[src/rtl/assert_macros.svh]
// Assertion macros used by the tokenizer unit RTL.
`ifndef ASSERT_MACROS_SVH
`define ASSERT_MACROS_SVH
`ifndef SYNTHESIS
`define CTT_ASSERT_IMP(lbl, clk, rst_n, ante, cons) \
  lbl: assert property (@(posedge clk) disable iff (!rst_n) (ante) |-> (cons)) \
    else $error("config_text_tokenizer: implication check failed");
`define CTT_ASSERT_NXT(lbl, clk, rst_n, ante, cons) \
  lbl: assert property (@(posedge clk) disable iff (!rst_n) (ante) |=> (cons)) \
    else $error("config_text_tokenizer: next-cycle check failed");
`else
`define CTT_ASSERT_IMP(lbl, clk, rst_n, ante, cons)
`define CTT_ASSERT_NXT(lbl, clk, rst_n, ante, cons)
`endif
`endif

[src/rtl/ctt_pkg.sv]
// Types, constants and character classes for the configuration text tokenizer.
`default_nettype none
package ctt_pkg;

  localparam int LINE_BITS_DEF = 16;
  localparam int LINE_OUT_W    = 16;
  localparam int MAX_RES       = 3;
  localparam int Q_DEPTH       = 4;
  localparam int PTR_W         = $clog2(Q_DEPTH);
  localparam int LVL_W         = $clog2(Q_DEPTH + 1);

  typedef enum logic [9:0] {
    M_IDLE       = 10'b0000000001,
    M_LBRACE     = 10'b0000000010,
    M_SLASH      = 10'b0000000100,
    M_COMMENT    = 10'b0000001000,
    M_STRING     = 10'b0000010000,
    M_STR_RBRACE = 10'b0000100000,
    M_NUMBER     = 10'b0001000000,
    M_NUM_DOT    = 10'b0010000000,
    M_IDENT      = 10'b0100000000,
    M_ERROR      = 10'b1000000000
  } mode_t;

  typedef enum logic [1:0] {
    CL_DQUOTE = 2'd0,
    CL_SQUOTE = 2'd1,
    CL_DBRACE = 2'd2
  } closer_t;

  typedef enum logic [1:0] {
    K_TEXT = 2'd0,
    K_DONE = 2'd1,
    K_ERR  = 2'd2,
    K_END  = 2'd3
  } kind_t;

  typedef enum logic [2:0] {
    TT_OPEN   = 3'd0,
    TT_CLOSE  = 3'd1,
    TT_COLON  = 3'd2,
    TT_COMMA  = 3'd3,
    TT_SEMI   = 3'd4,
    TT_STRING = 3'd5,
    TT_NUMBER = 3'd6,
    TT_IDENT  = 3'd7
  } tok_t;

  // Error and end events carry a zero token type.
  localparam tok_t TT_NULL = TT_OPEN;

  localparam logic E_BADCHAR = 1'b0;
  localparam logic E_UNTERM  = 1'b1;

  localparam logic [7:0] CH_NUL    = 8'h00;
  localparam logic [7:0] CH_TAB    = 8'h09;
  localparam logic [7:0] CH_LF     = 8'h0A;
  localparam logic [7:0] CH_CR     = 8'h0D;
  localparam logic [7:0] CH_SPACE  = 8'h20;
  localparam logic [7:0] CH_DQUOTE = 8'h22;
  localparam logic [7:0] CH_HASH   = 8'h23;
  localparam logic [7:0] CH_DOLLAR = 8'h24;
  localparam logic [7:0] CH_SQUOTE = 8'h27;
  localparam logic [7:0] CH_COMMA  = 8'h2C;
  localparam logic [7:0] CH_MINUS  = 8'h2D;
  localparam logic [7:0] CH_DOT    = 8'h2E;
  localparam logic [7:0] CH_SLASH  = 8'h2F;
  localparam logic [7:0] CH_0      = 8'h30;
  localparam logic [7:0] CH_9      = 8'h39;
  localparam logic [7:0] CH_COLON  = 8'h3A;
  localparam logic [7:0] CH_SEMI   = 8'h3B;
  localparam logic [7:0] CH_UA     = 8'h41;
  localparam logic [7:0] CH_UZ     = 8'h5A;
  localparam logic [7:0] CH_BSLASH = 8'h5C;
  localparam logic [7:0] CH_UNDER  = 8'h5F;
  localparam logic [7:0] CH_LA     = 8'h61;
  localparam logic [7:0] CH_LZ     = 8'h7A;
  localparam logic [7:0] CH_LBRACE = 8'h7B;
  localparam logic [7:0] CH_RBRACE = 8'h7D;

  typedef struct packed {
    kind_t      kind;
    tok_t       tok;
    logic [7:0] text;
    logic       err;
  } ev_t;

  typedef struct packed {
    ev_t                   ev;
    logic [LINE_OUT_W-1:0] line;
    logic                  last;
  } res_t;

  typedef struct packed {
    mode_t   mode;
    closer_t closer;
    logic    esc;
  } state_t;

  typedef struct packed {
    mode_t             mode;
    closer_t           closer;
    logic              esc;
    logic              bump;
    logic              clear;
    logic [1:0]        n;
    ev_t [MAX_RES-1:0] ev;
  } step_t;

  typedef struct packed {
    logic [1:0]         n;
    res_t [MAX_RES-1:0] rec;
  } push_t;

  function automatic ev_t mk_ev(kind_t k, tok_t t, logic [7:0] b, logic e);
    ev_t r;
    r.kind = k;
    r.tok  = t;
    r.text = b;
    r.err  = e;
    return r;
  endfunction

  function automatic logic is_digit(logic [7:0] c);
    return (c >= CH_0) && (c <= CH_9);
  endfunction

  function automatic logic is_alpha(logic [7:0] c);
    return ((c >= CH_LA) && (c <= CH_LZ)) || ((c >= CH_UA) && (c <= CH_UZ));
  endfunction

  function automatic logic is_space(logic [7:0] c);
    return (c == CH_SPACE) || ((c >= CH_TAB) && (c <= CH_CR));
  endfunction

  function automatic logic is_ident_tail(logic [7:0] c);
    return is_alpha(c) || is_digit(c) || (c == CH_MINUS) || (c == CH_DOLLAR) ||
           (c == CH_UNDER);
  endfunction

endpackage
`default_nettype wire

[src/rtl/config_text_tokenizer_unit.sv]
// Streaming tokenizer for configuration text: bytes in, token events out.
//
// Input channel: in_valid / in_stall with in_action (0 byte, 1 end of source)
// and in_char_byte. One item is taken per cycle while the block keeps up.
// Output channel: out_valid / out_stall, one event at a time, carrying kind,
// token type, text byte, error code, line number and last_of_run, which marks
// the final event that one input item causes.
// Path: an accepted item is registered, then scanned from that register once
// all its events fit in the queue; its first event is offered from the queue
// head once the events have been written into the queue.
// Throughput: one input item per cycle while items give at most one event each
// and out_stall is low; items giving two or three events fill the four-entry
// event queue faster than it drains, as it hands out one entry per cycle.
// in_stall rises when the registered item's events do not fit in the queue:
// while out_stall holds events back, or when items giving several events come
// faster than the queue drains. A stalled event holds.
// Reset (rst_n low, synchronous) empties the queue, returns the scanner to
// idle between tokens and sets the line counter to one. The end marker does
// the same to the scanner and line counter once its events are queued.
`default_nettype none
`include "assert_macros.svh"
module config_text_tokenizer_unit #(
  parameter int LINE_BITS = ctt_pkg::LINE_BITS_DEF
) (
  input  logic       clk,
  input  logic       rst_n,
  input  logic       in_valid,
  output logic       in_stall,
  input  logic       in_action,
  input  logic [7:0] in_char_byte,
  output logic       out_valid,
  input  logic       out_stall,
  output logic [1:0] out_event_kind,
  output logic [2:0] out_token_type,
  output logic [7:0] out_text_byte,
  output logic       out_error_code,
  output logic [15:0] out_line_number,
  output logic       out_last_of_run
);
  import ctt_pkg::*;

  localparam logic [LINE_BITS-1:0] LINE_ONE = LINE_BITS'(1);
  localparam logic [LINE_BITS-1:0] LINE_MAX = {LINE_BITS{1'b1}};

  logic                 in_v_r, in_v_nxt;
  logic                 in_action_r;
  logic [7:0]           in_char_r;
  mode_t                mode_r;
  closer_t              closer_r;
  logic                 esc_r;
  logic [LINE_BITS-1:0] line_r, line_nxt;
  logic [LINE_OUT_W-1:0] line16;

  state_t               st;
  step_t                step_o;
  push_t                push;
  res_t                 head;
  logic [LVL_W-1:0]     q_level;
  logic                 pop;
  logic                 proc_go;
  logic                 in_take;

  generate
    if (LINE_BITS >= LINE_OUT_W) begin : g_line_cut
      assign line16 = line_r[LINE_OUT_W-1:0];
    end else begin : g_line_ext
      assign line16 = {{(LINE_OUT_W-LINE_BITS){1'b0}}, line_r};
    end
  endgenerate

  assign st.mode   = mode_r;
  assign st.closer = closer_r;
  assign st.esc    = esc_r;

  ctt_step u_step (
    .st        (st),
    .action    (in_action_r),
    .char_byte (in_char_r),
    .res       (step_o)
  );

  assign pop     = out_valid && !out_stall;
  // Scan the held item only if all its events fit after this cycle's pop.
  assign proc_go = in_v_r &&
                   (({1'b0, q_level} + (LVL_W+1)'(step_o.n) - (LVL_W+1)'(pop)) <=
                    (LVL_W+1)'(Q_DEPTH));
  assign in_stall = in_v_r && !proc_go;
  assign in_take  = in_valid && !in_stall;

  always_comb begin
    push.n = proc_go ? step_o.n : 2'd0;
    for (int i = 0; i < MAX_RES; i++) begin
      push.rec[i].ev   = step_o.ev[i];
      push.rec[i].line = line16;
      push.rec[i].last = (2'(i + 1) == step_o.n);
    end
  end

  ctt_outq u_outq (
    .clk   (clk),
    .rst_n (rst_n),
    .push  (push),
    .pop   (pop),
    .head  (head),
    .level (q_level)
  );

  always_comb begin
    in_v_nxt = in_take ? 1'b1 : (proc_go ? 1'b0 : in_v_r);
    line_nxt = line_r;
    if (step_o.clear) begin
      line_nxt = LINE_ONE;
    end else if (step_o.bump && (line_r != LINE_MAX)) begin
      line_nxt = line_r + LINE_ONE;
    end
  end

  always_ff @(posedge clk) begin
    if (in_take) begin
      in_action_r <= in_action;
      in_char_r   <= in_char_byte;
    end
  end

  always_ff @(posedge clk) begin
    if (!rst_n) begin
      in_v_r   <= 1'b0;
      mode_r   <= M_IDLE;
      closer_r <= CL_DQUOTE;
      esc_r    <= 1'b0;
      line_r   <= LINE_ONE;
    end else begin
      in_v_r <= in_v_nxt;
      if (proc_go) begin
        mode_r   <= step_o.mode;
        closer_r <= step_o.closer;
        esc_r    <= step_o.esc;
        line_r   <= line_nxt;
      end
    end
  end

  assign out_valid       = (q_level != '0);
  assign out_event_kind  = head.ev.kind;
  assign out_token_type  = head.ev.tok;
  assign out_text_byte   = head.ev.text;
  assign out_error_code  = head.ev.err;
  assign out_line_number = head.line;
  assign out_last_of_run = head.last;

  `CTT_ASSERT_IMP(a_line_nonzero, clk, rst_n, out_valid, out_line_number != '0)
  `CTT_ASSERT_NXT(a_end_resets, clk, rst_n, proc_go && in_action_r, (mode_r == M_IDLE) && (line_r == LINE_ONE))
  `CTT_ASSERT_IMP(a_error_silent, clk, rst_n, proc_go && !in_action_r && (mode_r == M_ERROR), step_o.n == 2'd0)
  `CTT_ASSERT_IMP(a_queue_bound, clk, rst_n, 1'b1, q_level <= LVL_W'(Q_DEPTH))

endmodule
`default_nettype wire

[src/rtl/ctt_step.sv]
// Scanner step: next scan state and up to three events for one source item.
`default_nettype none
module ctt_step (
  input  ctt_pkg::state_t st,
  input  logic            action,
  input  logic [7:0]      char_byte,
  output ctt_pkg::step_t  res
);
  import ctt_pkg::*;

  typedef struct packed {
    mode_t   mode;
    logic    set_str;
    closer_t closer;
    logic    bump;
    logic    ev_v;
    ev_t     ev;
  } idle_t;

  typedef struct packed {
    mode_t mode;
    logic  esc;
    logic  bump;
    logic  ev_v;
    ev_t   ev;
  } str_t;

  // Byte seen between tokens.
  function automatic idle_t idle_char(logic [7:0] c);
    idle_t r;
    r = '0;
    r.mode = M_IDLE;
    r.closer = CL_DQUOTE;
    r.ev = mk_ev(K_TEXT, TT_NULL, CH_NUL, E_BADCHAR);
    if (is_space(c)) begin
      r.bump = (c == CH_LF);
    end else begin
      case (c)
        CH_HASH:   r.mode = M_COMMENT;
        CH_SLASH:  r.mode = M_SLASH;
        CH_LBRACE: r.mode = M_LBRACE;
        CH_RBRACE: begin
          r.ev_v = 1'b1;
          r.ev = mk_ev(K_DONE, TT_CLOSE, CH_NUL, E_BADCHAR);
        end
        CH_COLON: begin
          r.ev_v = 1'b1;
          r.ev = mk_ev(K_DONE, TT_COLON, CH_NUL, E_BADCHAR);
        end
        CH_COMMA: begin
          r.ev_v = 1'b1;
          r.ev = mk_ev(K_DONE, TT_COMMA, CH_NUL, E_BADCHAR);
        end
        CH_SEMI: begin
          r.ev_v = 1'b1;
          r.ev = mk_ev(K_DONE, TT_SEMI, CH_NUL, E_BADCHAR);
        end
        CH_DQUOTE: begin
          r.mode = M_STRING;
          r.set_str = 1'b1;
          r.closer = CL_DQUOTE;
        end
        CH_SQUOTE: begin
          r.mode = M_STRING;
          r.set_str = 1'b1;
          r.closer = CL_SQUOTE;
        end
        default: begin
          r.ev_v = 1'b1;
          if (is_digit(c)) begin
            r.mode = M_NUMBER;
            r.ev = mk_ev(K_TEXT, TT_NUMBER, c, E_BADCHAR);
          end else if (is_alpha(c)) begin
            r.mode = M_IDENT;
            r.ev = mk_ev(K_TEXT, TT_IDENT, c, E_BADCHAR);
          end else begin
            r.mode = M_ERROR;
            r.ev = mk_ev(K_ERR, TT_NULL, CH_NUL, E_BADCHAR);
          end
        end
      endcase
    end
    return r;
  endfunction

  // Byte seen inside a string body.
  function automatic str_t string_char(closer_t cl, logic esc, logic [7:0] c);
    str_t r;
    r = '0;
    r.mode = M_STRING;
    r.ev = mk_ev(K_TEXT, TT_STRING, c, E_BADCHAR);
    if (esc) begin
      r.ev_v = 1'b1;
      r.bump = (c == CH_LF);
    end else if (((cl == CL_DQUOTE) && (c == CH_DQUOTE)) ||
                 ((cl == CL_SQUOTE) && (c == CH_SQUOTE))) begin
      r.mode = M_IDLE;
      r.ev_v = 1'b1;
      r.ev = mk_ev(K_DONE, TT_STRING, CH_NUL, E_BADCHAR);
    end else if ((cl == CL_DBRACE) && (c == CH_RBRACE)) begin
      r.mode = M_STR_RBRACE;
    end else if (c == CH_BSLASH) begin
      r.esc = 1'b1;
    end else begin
      r.ev_v = 1'b1;
      r.bump = (c == CH_LF);
    end
    return r;
  endfunction

  idle_t ic;
  str_t  sc;

  assign ic = idle_char(char_byte);
  assign sc = string_char(st.closer, st.esc, char_byte);

  always_comb begin
    res.mode   = st.mode;
    res.closer = st.closer;
    res.esc    = st.esc;
    res.bump   = 1'b0;
    res.clear  = 1'b0;
    res.n      = 2'd0;
    for (int i = 0; i < MAX_RES; i++) begin
      res.ev[i] = mk_ev(K_TEXT, TT_NULL, CH_NUL, E_BADCHAR);
    end

    if (action) begin
      // End of source: flush what is pending, then the end event, then reset.
      res.clear  = 1'b1;
      res.mode   = M_IDLE;
      res.closer = CL_DQUOTE;
      res.esc    = 1'b0;
      case (st.mode)
        M_LBRACE: begin
          res.ev[0] = mk_ev(K_DONE, TT_OPEN, CH_NUL, E_BADCHAR);
          res.ev[1] = mk_ev(K_END, TT_NULL, CH_NUL, E_BADCHAR);
          res.n = 2'd2;
        end
        M_SLASH: begin
          res.ev[0] = mk_ev(K_ERR, TT_NULL, CH_NUL, E_BADCHAR);
          res.ev[1] = mk_ev(K_END, TT_NULL, CH_NUL, E_BADCHAR);
          res.n = 2'd2;
        end
        M_STRING, M_STR_RBRACE: begin
          res.ev[0] = mk_ev(K_ERR, TT_NULL, CH_NUL, E_UNTERM);
          res.ev[1] = mk_ev(K_END, TT_NULL, CH_NUL, E_BADCHAR);
          res.n = 2'd2;
        end
        M_NUMBER: begin
          res.ev[0] = mk_ev(K_DONE, TT_NUMBER, CH_NUL, E_BADCHAR);
          res.ev[1] = mk_ev(K_END, TT_NULL, CH_NUL, E_BADCHAR);
          res.n = 2'd2;
        end
        M_NUM_DOT: begin
          res.ev[0] = mk_ev(K_DONE, TT_NUMBER, CH_NUL, E_BADCHAR);
          res.ev[1] = mk_ev(K_ERR, TT_NULL, CH_NUL, E_BADCHAR);
          res.ev[2] = mk_ev(K_END, TT_NULL, CH_NUL, E_BADCHAR);
          res.n = 2'd3;
        end
        M_IDENT: begin
          res.ev[0] = mk_ev(K_DONE, TT_IDENT, CH_NUL, E_BADCHAR);
          res.ev[1] = mk_ev(K_END, TT_NULL, CH_NUL, E_BADCHAR);
          res.n = 2'd2;
        end
        default: begin
          res.ev[0] = mk_ev(K_END, TT_NULL, CH_NUL, E_BADCHAR);
          res.n = 2'd1;
        end
      endcase
    end else begin
      case (st.mode)
        M_LBRACE: begin
          if (char_byte == CH_LBRACE) begin
            res.mode   = M_STRING;
            res.closer = CL_DBRACE;
            res.esc    = 1'b0;
          end else begin
            res.ev[0] = mk_ev(K_DONE, TT_OPEN, CH_NUL, E_BADCHAR);
            res.ev[1] = ic.ev;
            res.n     = 2'd1 + {1'b0, ic.ev_v};
            res.mode  = ic.mode;
            res.bump  = ic.bump;
            if (ic.set_str) begin
              res.closer = ic.closer;
              res.esc    = 1'b0;
            end
          end
        end
        M_SLASH: begin
          if (char_byte == CH_SLASH) begin
            res.mode = M_COMMENT;
          end else begin
            res.ev[0] = mk_ev(K_ERR, TT_NULL, CH_NUL, E_BADCHAR);
            res.n     = 2'd1;
            res.mode  = M_ERROR;
          end
        end
        M_COMMENT: begin
          if (char_byte == CH_LF) begin
            res.bump = 1'b1;
            res.mode = M_IDLE;
          end
        end
        M_STRING: begin
          res.mode  = sc.mode;
          res.esc   = sc.esc;
          res.bump  = sc.bump;
          res.ev[0] = sc.ev;
          res.n     = {1'b0, sc.ev_v};
        end
        M_STR_RBRACE: begin
          if (char_byte == CH_RBRACE) begin
            res.ev[0] = mk_ev(K_DONE, TT_STRING, CH_NUL, E_BADCHAR);
            res.n     = 2'd1;
            res.mode  = M_IDLE;
          end else begin
            // Lone brace was text: emit it, then treat this byte as string body.
            res.ev[0] = mk_ev(K_TEXT, TT_STRING, CH_RBRACE, E_BADCHAR);
            res.ev[1] = sc.ev;
            res.n     = 2'd1 + {1'b0, sc.ev_v};
            res.mode  = sc.mode;
            res.esc   = sc.esc;
            res.bump  = sc.bump;
          end
        end
        M_NUMBER: begin
          if (is_digit(char_byte)) begin
            res.ev[0] = mk_ev(K_TEXT, TT_NUMBER, char_byte, E_BADCHAR);
            res.n     = 2'd1;
          end else if (char_byte == CH_DOT) begin
            res.mode = M_NUM_DOT;
          end else begin
            res.ev[0] = mk_ev(K_DONE, TT_NUMBER, CH_NUL, E_BADCHAR);
            res.ev[1] = ic.ev;
            res.n     = 2'd1 + {1'b0, ic.ev_v};
            res.mode  = ic.mode;
            res.bump  = ic.bump;
            if (ic.set_str) begin
              res.closer = ic.closer;
              res.esc    = 1'b0;
            end
          end
        end
        M_NUM_DOT: begin
          if (is_digit(char_byte)) begin
            res.ev[0] = mk_ev(K_TEXT, TT_NUMBER, CH_DOT, E_BADCHAR);
            res.ev[1] = mk_ev(K_TEXT, TT_NUMBER, char_byte, E_BADCHAR);
            res.n     = 2'd2;
            res.mode  = M_NUMBER;
          end else begin
            res.ev[0] = mk_ev(K_DONE, TT_NUMBER, CH_NUL, E_BADCHAR);
            res.ev[1] = mk_ev(K_ERR, TT_NULL, CH_NUL, E_BADCHAR);
            res.n     = 2'd2;
            res.mode  = M_ERROR;
          end
        end
        M_IDENT: begin
          if (is_ident_tail(char_byte)) begin
            res.ev[0] = mk_ev(K_TEXT, TT_IDENT, char_byte, E_BADCHAR);
            res.n     = 2'd1;
          end else begin
            res.ev[0] = mk_ev(K_DONE, TT_IDENT, CH_NUL, E_BADCHAR);
            res.ev[1] = ic.ev;
            res.n     = 2'd1 + {1'b0, ic.ev_v};
            res.mode  = ic.mode;
            res.bump  = ic.bump;
            if (ic.set_str) begin
              res.closer = ic.closer;
              res.esc    = 1'b0;
            end
          end
        end
        M_ERROR: begin
          // Drop everything until the end marker.
          res.mode = M_ERROR;
        end
        default: begin
          res.ev[0] = ic.ev;
          res.n     = {1'b0, ic.ev_v};
          res.mode  = ic.mode;
          res.bump  = ic.bump;
          if (ic.set_str) begin
            res.closer = ic.closer;
            res.esc    = 1'b0;
          end
        end
      endcase
    end
  end

endmodule
`default_nettype wire

[src/rtl/ctt_outq.sv]
// Small event queue: takes up to three events a cycle, hands out one.
`default_nettype none
module ctt_outq (
  input  logic                        clk,
  input  logic                        rst_n,
  input  ctt_pkg::push_t              push,
  input  logic                        pop,
  output ctt_pkg::res_t               head,
  output logic [ctt_pkg::LVL_W-1:0]   level
);
  import ctt_pkg::*;

  res_t             mem [Q_DEPTH];
  logic [PTR_W-1:0] wr_ptr_r, wr_ptr_nxt;
  logic [PTR_W-1:0] rd_ptr_r, rd_ptr_nxt;
  logic [LVL_W-1:0] level_r, level_nxt;

  always_ff @(posedge clk) begin
    for (int i = 0; i < MAX_RES; i++) begin
      if (2'(i) < push.n) begin
        mem[wr_ptr_r + PTR_W'(i)] <= push.rec[i];
      end
    end
  end

  always_comb begin
    wr_ptr_nxt = wr_ptr_r + PTR_W'(push.n);
    rd_ptr_nxt = rd_ptr_r + PTR_W'(pop);
    level_nxt  = level_r + LVL_W'(push.n) - LVL_W'(pop);
  end

  always_ff @(posedge clk) begin
    if (!rst_n) begin
      wr_ptr_r <= '0;
      rd_ptr_r <= '0;
      level_r  <= '0;
    end else begin
      wr_ptr_r <= wr_ptr_nxt;
      rd_ptr_r <= rd_ptr_nxt;
      level_r  <= level_nxt;
    end
  end

  assign head  = mem[rd_ptr_r];
  assign level = level_r;

endmodule
`default_nettype wire
[config.mk]
export PLATFORM = sky130hd
export DESIGN_NAME = config_text_tokenizer_unit
export DESIGN_NICKNAME = d
export VERILOG_FILES = /design/src/rtl/ctt_pkg.sv /design/src/rtl/config_text_tokenizer_unit.sv /design/src/rtl/ctt_step.sv /design/src/rtl/ctt_outq.sv
export VERILOG_INCLUDE_DIRS = /design/src /design/src/rtl
export SDC_FILE = /design/constraint.sdc
export NUM_CORES = 1
export LEC_CHECK = 0
export BUFFER_PORTS_ARGS = -buffer_cell sky130_fd_sc_hd__buf_2
export CELL_PAD_IN_SITES_DETAIL_PLACEMENT = 0
export CELL_PAD_IN_SITES_GLOBAL_PLACEMENT = 1
export CORE_MARGIN = 8
export CORE_UTILIZATION = 49
export CTS_BUF_LIST = sky130_fd_sc_hd__clkbuf_16
export CTS_CLUSTER_DIAMETER = 150
export DETAILED_ROUTE_END_ITERATION = 10
export PLACE_DENSITY = 0.89
export SLEW_MARGIN = 20
export SYNTH_ARGS = -nofsm -noshare
export SYNTH_HDL_FRONTEND = slang
export SYNTH_SLANG_ARGS = --single-unit
[constraint.sdc]
create_clock -name clk -period 7.1 [get_ports clk]
set_clock_uncertainty 0.05 [all_clocks]
set_input_delay 0.355 -clock clk [delete_from_list [all_inputs] [get_ports clk]]
set_output_delay 0.355 -clock clk [all_outputs]
set_load 0.02 [all_outputs]
Word level (Yosys, flattened, before mapping)
Memory sizes are Yosys's and may differ from the RTL's. A register that Yosys moved wholly into a read port is not among the register bits.
Index checks and enable logic that the tools add are counted.
{ "classes": {"addsub": 11, "multipliers": 0, "div_mod_pow": 0, "magnitude_cmp": 12, "eq_ne": 38, "shift": 0, "n_mux": 81, "bitwise": 0, "n_reduce_logical": 40} }
{ "op_table": {"columns": ["cell", "n"], "rows": [
  ["14-bit two-way mux", 10],
  ["14-bit one-hot mux with 5 select lines", 2],
  ["28-bit two-way mux", 4],
  ["14-bit one-hot mux with 8 select lines", 1],
  ["13-bit two-way mux", 8],
  ["10-bit one-hot mux with 9 select lines", 1],
  ["8-bit by 6-bit == test with 1-bit output (second input constant)", 11],
  ["10-bit two-way mux", 8],
  ["15-bit one-hot mux with 5 select lines", 1],
  ["10-bit one-hot mux with 5 select lines", 1],
  ["8-bit by 7-bit == test with 1-bit output (second input constant)", 4],
  ["16-bit two-way mux", 2],
  ["14-bit one-hot mux with 2 select lines", 1],
  ["2-bit two-way mux", 12],
  ["16-bit by 1-bit adder with 16-bit output (second input constant)", 1],
  ["8-bit by 7-bit greater-or-equal comparator with 1-bit output (second input constant)", 2],
  ["8-bit by 7-bit less-or-equal comparator with 1-bit output (second input constant)", 2],
  ["1-bit two-way mux", 16],
  ["16-bit != test (second input constant)", 1],
  ["2-bit one-hot mux with 8 select lines", 1],
  ["15-bit two-way mux", 1],
  ["1-bit logical AND", 12],
  ["3-bit two-way mux", 4],
  ["3-bit != test (second input constant)", 4],
  ["other kinds (54)", 72]
]} }
{ "word_totals": {"register_bits": 46, "latchBits": 0, "ramBits": 124, "romBits": 0, "in_bits": 13, "output_inout_bits": 33, "elab_cells": 193, "memories": 1} }
{ "mem_list": {"columns": ["name", "depth", "width", "rd", "rd_clocked_by_memory_dff", "write_ports", "line", "text"], "rows": [
  ["u_outq.mem", 4, 31, 1, 1, 3, "ctt_outq.sv:13", "res_t mem [Q_DEPTH];"]
]} }

Depth between registers and ports, before layout
Gate-level depths: netlist of the first run.
{ "logic_depth": {"ltp_word": 21, "ltp_mapped": 24, "depth_no_buf": 20} }

Modules after synthesis
From an unflattened synthesis of the first run, not the netlist that was laid out.
{ "hier_totals": {"hier_cells": 1318, "area_unflattened_um2": 11471.0} }
{ "by_module_without_submodules": {"columns": ["module", "n_inst", "cells_per_inst", "area_per_inst_um2", "seq_area_each_um2"], "rows": [
  ["ctt_outq", 1, 770, 7479.7, 3863.7],
  ["ctt_step", 1, 340, 2058.2, 0.0],
  ["config_text_tokenizer_unit", 1, 208, 1933.1, 870.8]
]} }

Worst setup path after synthesis of the first run
Ideal clock, no wire load.
{ "synth_timing": {"kind": "register to register", "start": "reg in_char_r[7]", "end": "mem u_outq.mem[2][0] (netlist bit), enable pin", "t_arrival_ns": 4.811, "required_time_ns": 6.676, "slack_ns": 1.865, "stages_incl_launch_ff": 19, "n_path_buf": 2, "period_less_slack_ns": 5.235, "path_cell_list": "edfxtp_1 -> or3_1 -> or4_1 -> a32oi_1 -> o21a_1 -> o211ai_4 -> inv_2 -> buf_6 -> ha_1 -> fa_1 -> nor2b_1 -> o32a_1 -> nand3_1 -> nor2_2 -> inv_1 -> nor2_2 -> nor3_4 -> buf_2 -> inv_1"} }
{ "synth_lines": {"columns": ["item", "line", "text"], "rows": [
  ["from (decl)", "config_text_tokenizer_unit.sv:47", "logic [7:0] in_char_r;"],
  ["from (signal assigned)", "config_text_tokenizer_unit.sv:121", "in_char_r <= in_char_byte;"],
  ["to (decl)", "ctt_outq.sv:13", null]
]} }

==> impl_metrics.toml, run 1 <==
[outcome]
status = "completed"

[floorplan]
dieHeight_um = 155.6
die_x_um = 155.6
core_area_um2 = 19270
row_count = 51
start_util_pct = 49.52
io_pins = 46
die_area_um2 = 24200

[timing]
min_period_ns = 6.090
worst_pin_slew_ns = 1.108
rsz0062_at_grt = "false"
timing.final.crit_share_pct = 85.78
drv_slew = 0
setup_viol = 0
relSlewSlack_pct = 26.00
finalHoldViolCount = 0
whs_ns = 0.04517
setup-tns-final_ns = 0
max_freq_ghz = 0.1642

[yosys]
syn_nets = 968
synth_cell_types = 80
synth_top_area_share_pct = 26.75
netlist_top_cells_count = "nor2_1, dfxtp_1, edfxtp_1"
syn_area_per_cell_um2 = 10.12
synth_top_area_cell = "edfxtp_1"
syn_area_um2 = 9543
postSynthCellCount = 943
synth_edf_count = 85
synth.area.top_cells = "edfxtp_1, dfxtp_1, mux4_2"
synthArstFlopShare_pct = 0
yosysWarnings = 0
synth-seq-cells = 170
synth_most_common_cell = "nor2_1"
ys.flop_type = "edfxtp_1"
ys_seq_area_share_pct = 44.58

[power]
leakagePower_nw = 3.613
power_density_nw_per_um2 = 323.4
ir_worst_vdd_uv = 161.7

[cells_and_area]
drive_gt1_share_pct = 16.17
fin_area_um2 = 10610
nets = 989
utilization_pct = 55.06
final_cell_count_no_fill = 1242
area_growth_pct = 11.20
diodes = 0
nFillCells = 1719

[setup_path]
r2r-start = "in_char_r[0]"
cp.arrival_ns = 6.10
startpoint_type = "register"
worst-path-max-fanout = 21
cp-end-kind = "register"
startpoint = "in_char_r[0]"
cp_data_required_time_ns = 7.11
critPathKind = "register to register"

[global_routing]
antenna_found_initial = 0
grt-ovfl-total = 0
grt_max_degree = 36
grt_pass1_wl_um = 41520
grt_pass1_vias = 7284
grt_use_total_pct = 21.69

[routing]
first_pass_iters = 5
drc_errors = 0
viasPerCell = 6.163
finalWirelength_um = 25950
drt_iter0_markers = 1017
num_vias = 7654
antenna_left = 0
wl_per_cell_um = 20.90

[cts]
postCtsHoldBufs = 0
cts_resized = 0
htree_levels = 4
cts_buffers = 17
path_clk_slew_ns = 0.07
clk_path_buf_depth = 2
cts_setup_buffers = 0
cts_tree = "done"
clkSinkCount = 170
clk_latency_ns = 0.44
cts_root_buf = "clkbuf_16"

[placement]
gp_congestion = 0.9913
port_buffers = 45
place_area_um2 = 9965
place_inst = 1210
place_hpwl_um = 18590

[flow_run]
cap_violations = 0

[hold_path]
hold_path.class = "primary input to register"
min_from = "in_action"
==> sequential cells by signal (all words and copies together), names as in the netlist <==
name	count
u_outq.level	3
u_outq.wr_ptr_r	2
in_char_r	8
in_action_r	1
u_outq.rd_ptr_r	2
in_v_r	1
esc_r	1
closer_r	2
u_outq.mem	124
line16	16
mode_r	10
==> critical path, cell delays in order (launching register included) <==
cell      delay [ns]
edfxtp_1        0.70
or2_2           0.43
o221a_1         0.36
or3_1           0.37
o21a_1          0.27
o211ai_4        0.31
inv_2           0.21
ha_1            0.35
fa_1            0.55
nor2b_1         0.14
o32a_1          0.20
nand3_1         0.11
nor2_2          0.24
inv_1           0.18
nor2_2          0.38
nor3_4          0.08
buf_4           0.21
inv_1           0.56
==> cells by family after synthesis <==
group / after synthesis / share of synthesized area, %
flip-flops: 170 / 44.58
adder cells (fa/ha/maj): 14 / 1.940
multiplexers: 53 / 9.663
buffers and inverters: 93 / 4.248
AND/OR/NAND/NOR: 374 / 21.16
AO/OA/AOI/OAI: 215 / 16.21
XOR/XNOR: 24 / 2.203
==> power by group <==
part	internal, W	switching, W	total, W
logic	0.000440	0.000673	0.00111
registers	0.00118	0.000156	0.00134
clock network	0.000519	0.000462	0.000981
total	0.00214	0.00129	0.00343
==> layer usage <==
metal	vias up	global-route usage, %	part of all wire [%]
met3	49	3.019	5.8
met1	3688	29.74	46
li1	3602	-	-
met2	315	34.22	46
met4	0	8.410	2.5
met5	-	0	0
==> cell type report <==
class                      count  area [um^2]  share of cell area, %
inverter                      31        116.4                  1.097
multi-input combinational    680         4892                  46.10
timing repair buffer          64        367.9                  3.467
tap                          265        331.6                  3.125
clock buffer                  17        425.4                  4.009
clock inverter                15        221.5                  2.087
sequential                   170         4257                  40.11
==> final timing paths <==
kind,end,slack (ns),cells past startpoint
worst max register to register,u_outq.mem[2][6],1.01,17
worst max-delay path,u_outq.mem[2][6],1.01,17
worst min register to register,u_outq.mem[1][24],0.42,2
worst min-delay path,in_action_r,0.05,1
==> placed cells by master (no fill, tap or decap), types with 31 or more instances in the layout <==
cell      count
nand2_1      48
a21oi_1      34
mux4_2       31
nor2_1       89
edfxtp_1     85
dfxtp_1      83
o21ai_0      48
nand3_1      46
and2_1       56
buf_2        45
==> metrics by stage <==
stage | total power [W] | setup WS, ns
3_3_place_gp | 0.002456 | 1.305
6_report | 0.003432 | 1.010
3_5_place_dp | 0.002466 | 1.089
4_1_cts | 0.003435 | 1.051
2_1_floorplan | 0.002130 | 1.865
5_1_grt | 0.003608 | 0.6580
Power figures use the tool's default switching activity.
==> run 2, diff against run 1 <==
--- a/config.mk
+++ b/config.mk
@@ -9,12 +9,14 @@
 export BUFFER_PORTS_ARGS = -buffer_cell sky130_fd_sc_hd__buf_2
 export CELL_PAD_IN_SITES_DETAIL_PLACEMENT = 0
 export CELL_PAD_IN_SITES_GLOBAL_PLACEMENT = 1
+export CORE_ASPECT_RATIO = 1.5
 export CORE_MARGIN = 8
 export CORE_UTILIZATION = 49
 export CTS_BUF_LIST = sky130_fd_sc_hd__clkbuf_16
 export CTS_CLUSTER_DIAMETER = 150
 export DETAILED_ROUTE_END_ITERATION = 10
-export PLACE_DENSITY = 0.89
+export PLACE_DENSITY_LB_ADDON = 0.1
+export RECOVER_POWER = 25
 export SLEW_MARGIN = 20
 export SYNTH_ARGS = -nofsm -noshare
 export SYNTH_HDL_FRONTEND = slang
==> run 2 against run 1 <==
  * Utilization down 0.27 points
  * Design area down 1.1%
  * Clock power down 10%
  * Sequential power down 3%
  * The run now ends with max-capacitance violations, max-slew violations left
  * Via count up 2.3%
  * Largest cell class unchanged
  * Count of clock-buffer cells in the layout up 1
==> impl_metrics.toml, run 2 (synthesis gave the netlist of run 1 again) <==
[outcome]
status = "complete, but fails checks"
violations = "max-capacitance violations, max-slew violations"

[routing]
num_vias = 7829
first_pass_iters = 5
finalWirelength_um = 29390
drc_errors = 0
viasPerCell = 6.324
antenna_left = 0
wl_per_cell_um = 23.74
drt_iter0_markers = 545

[cells_and_area]
nFillCells = 1729
diodes = 0
largest_reg_flops = 124
multi_input_area_um2 = 4892
final-seq-area_um2 = 4257
drive_gt1_share_pct = 12.63
final_common_cell = "nor2_1"
nets = 994
regMostFlops = "u_outq.mem"
final_cell_mix = "nor2_1, edfxtp_1, dfxtp_1"
fin_area_um2 = 10500
area_growth_pct = 10.02

[cts]
path_clk_slew_ns = 0.06
cts_setup_buffers = 0
cts_root_buf = "clkbuf_16"
clk_path_buf_depth = 2
cts_tree = "done"
cts_resized = 0
cts_buffers = 17
htree_levels = 4
postCtsHoldBufs = 0
clkSinkCount = 170
clk_latency_ns = 0.44

[placement]
port_buffers = 45
gp_congestion = 1.046
place_hpwl_um = 21470
dp_slack_ns = 0.9154
place_area_um2 = 9991

[global_routing]
grt_pass1_vias = 7991
grt_pass1_wl_um = 45610
grt_use_total_pct = 24.99
antenna_found_initial = 0
grt_max_degree = 36
grt-ovfl-total = 0

[setup_path]
startpoint = "in_char_r[0]"
reg2regPathDepth = 20
cp-end-kind = "register"
r2r-start = "in_char_r[0]"
ff2ff_setup_slack_ns = 0.66
cp.arrival_ns = 6.57
startpoint_type = "register"
r2r_end = "u_outq.mem[2][15]"
critPathKind = "register to register"
cp_data_required_time_ns = 7.23
worst-path-max-fanout = 21

[floorplan]
die_x_um = 129.9
dieHeight_um = 186.9
row_count = 62
io_pins = 46
core_area_um2 = 19160
start_util_pct = 49.80
die_area_um2 = 24290

[timing]
drv_slew = 68
setup_viol = 0
rsz0062_at_grt = "false"
max_freq_ghz = 0.1553
relSlewSlack_pct = -85.65
worst_pin_slew_ns = 2.785
finalHoldViolCount = 0
final.setup.worst_slack_ns = 0.6600
min_period_ns = 6.440
whs_ns = 0.04089
timing.final.crit_share_pct = 90.70
setup-tns-final_ns = 0

[power]
power_w = 0.003337
leakagePower_nw = 3.496
ir_worst_vdd_uv = 154.9
power_density_nw_per_um2 = 317.9

[hold_path]
hold_end = "in_char_r[3]"
min_from = "in_char_byte[3]"
hold_depth = 1
hold_path.class = "primary input to register"

[flow_run]
cap_violations = 2
==> run 2: cell count changes in the layout (fill, tap and decap cells not counted), sizes merged <==
| cell | before | now |
|---|---|---|
| clkbuf | 17 | 53 |
| buf | 64 | 34 |
| bufinv | 1 | 0 |
| clkinv | 8 | 9 |
| clkinvlp | 1 | 0 |
==> run 2: power breakdown <==
part	internal, W	total, W	switching, W
registers	0.00118	0.00130	0.000119
clock network	0.000475	0.000881	0.000406
logic	0.000424	0.00115	0.000729
==> run 2: routing by layer <==
layer  part of all wire, %  vias up  global-route usage, %  wire [um]
li1                      -     3609                      -          -
met1                    35     3794                  25.16      10340
met2                    54      321                  45.13      15850
met3                   5.1      105                  4.795       1507
met4                   5.8        0                  16.51       1698
met5                     0        -                      0          0
==> run 2: layout make-up <==
cell class | count | share of cell area [%]
Multi-Input combinational cell | 680 | 46.60
Sequential cell | 170 | 40.54
Clock buffer | 18 | 4.290
Timing Repair Buffer | 69 | 3.373
Tap cell | 256 | 3.051
Inverter | 31 | 1.108
Clock inverter | 14 | 1.037
==> run 2: critical path, cell delays in order, from the launching register on <==
cell and delay (ns):
edfxtp_1 0.68, or2_2 0.40, a2111oi_0 0.67, nor2_1 0.07, or3_1 0.39, a2111o_1 0.39
o21ai_0 0.19, buf_4 0.23, inv_1 0.21, ha_1 0.28, inv_1 0.08, fa_1 0.41
nor2b_1 0.14, o32a_1 0.19, nand3_1 0.14, buf_4 0.25, nor4_2 0.07, and2_1 0.22
nor3_4 0.59, inv_1 0.23, buf_4 0.28
==> run 2: worst max path at each step <==
stage	end	slack [ns]	depth (start not counted)
final	u_outq.mem[2][15]	0.66	20
after global routing	u_outq.mem[2][29]	0.34	20
after CTS	u_outq.mem[2][29]	0.87	20
after detailed placement	u_outq.mem[2][30]	0.92	20
after global placement	u_outq.mem[2][14]	1.06	20
after floorplan	u_outq.mem[2][0]	1.87	18
==> run 2: metrics by stage <==
| stage | std cells | utilization (%) |
|---|---|---|
| 4_1_cts | 1238 | 55.06 |
| 6_report | 1238 | 54.79 |
| 3_5_place_dp | 1206 | 52.14 |
| 5_1_grt | 1238 | 54.79 |
| 3_3_place_gp | 1206 | 52.14 |
| 2_1_floorplan | 943 | - |
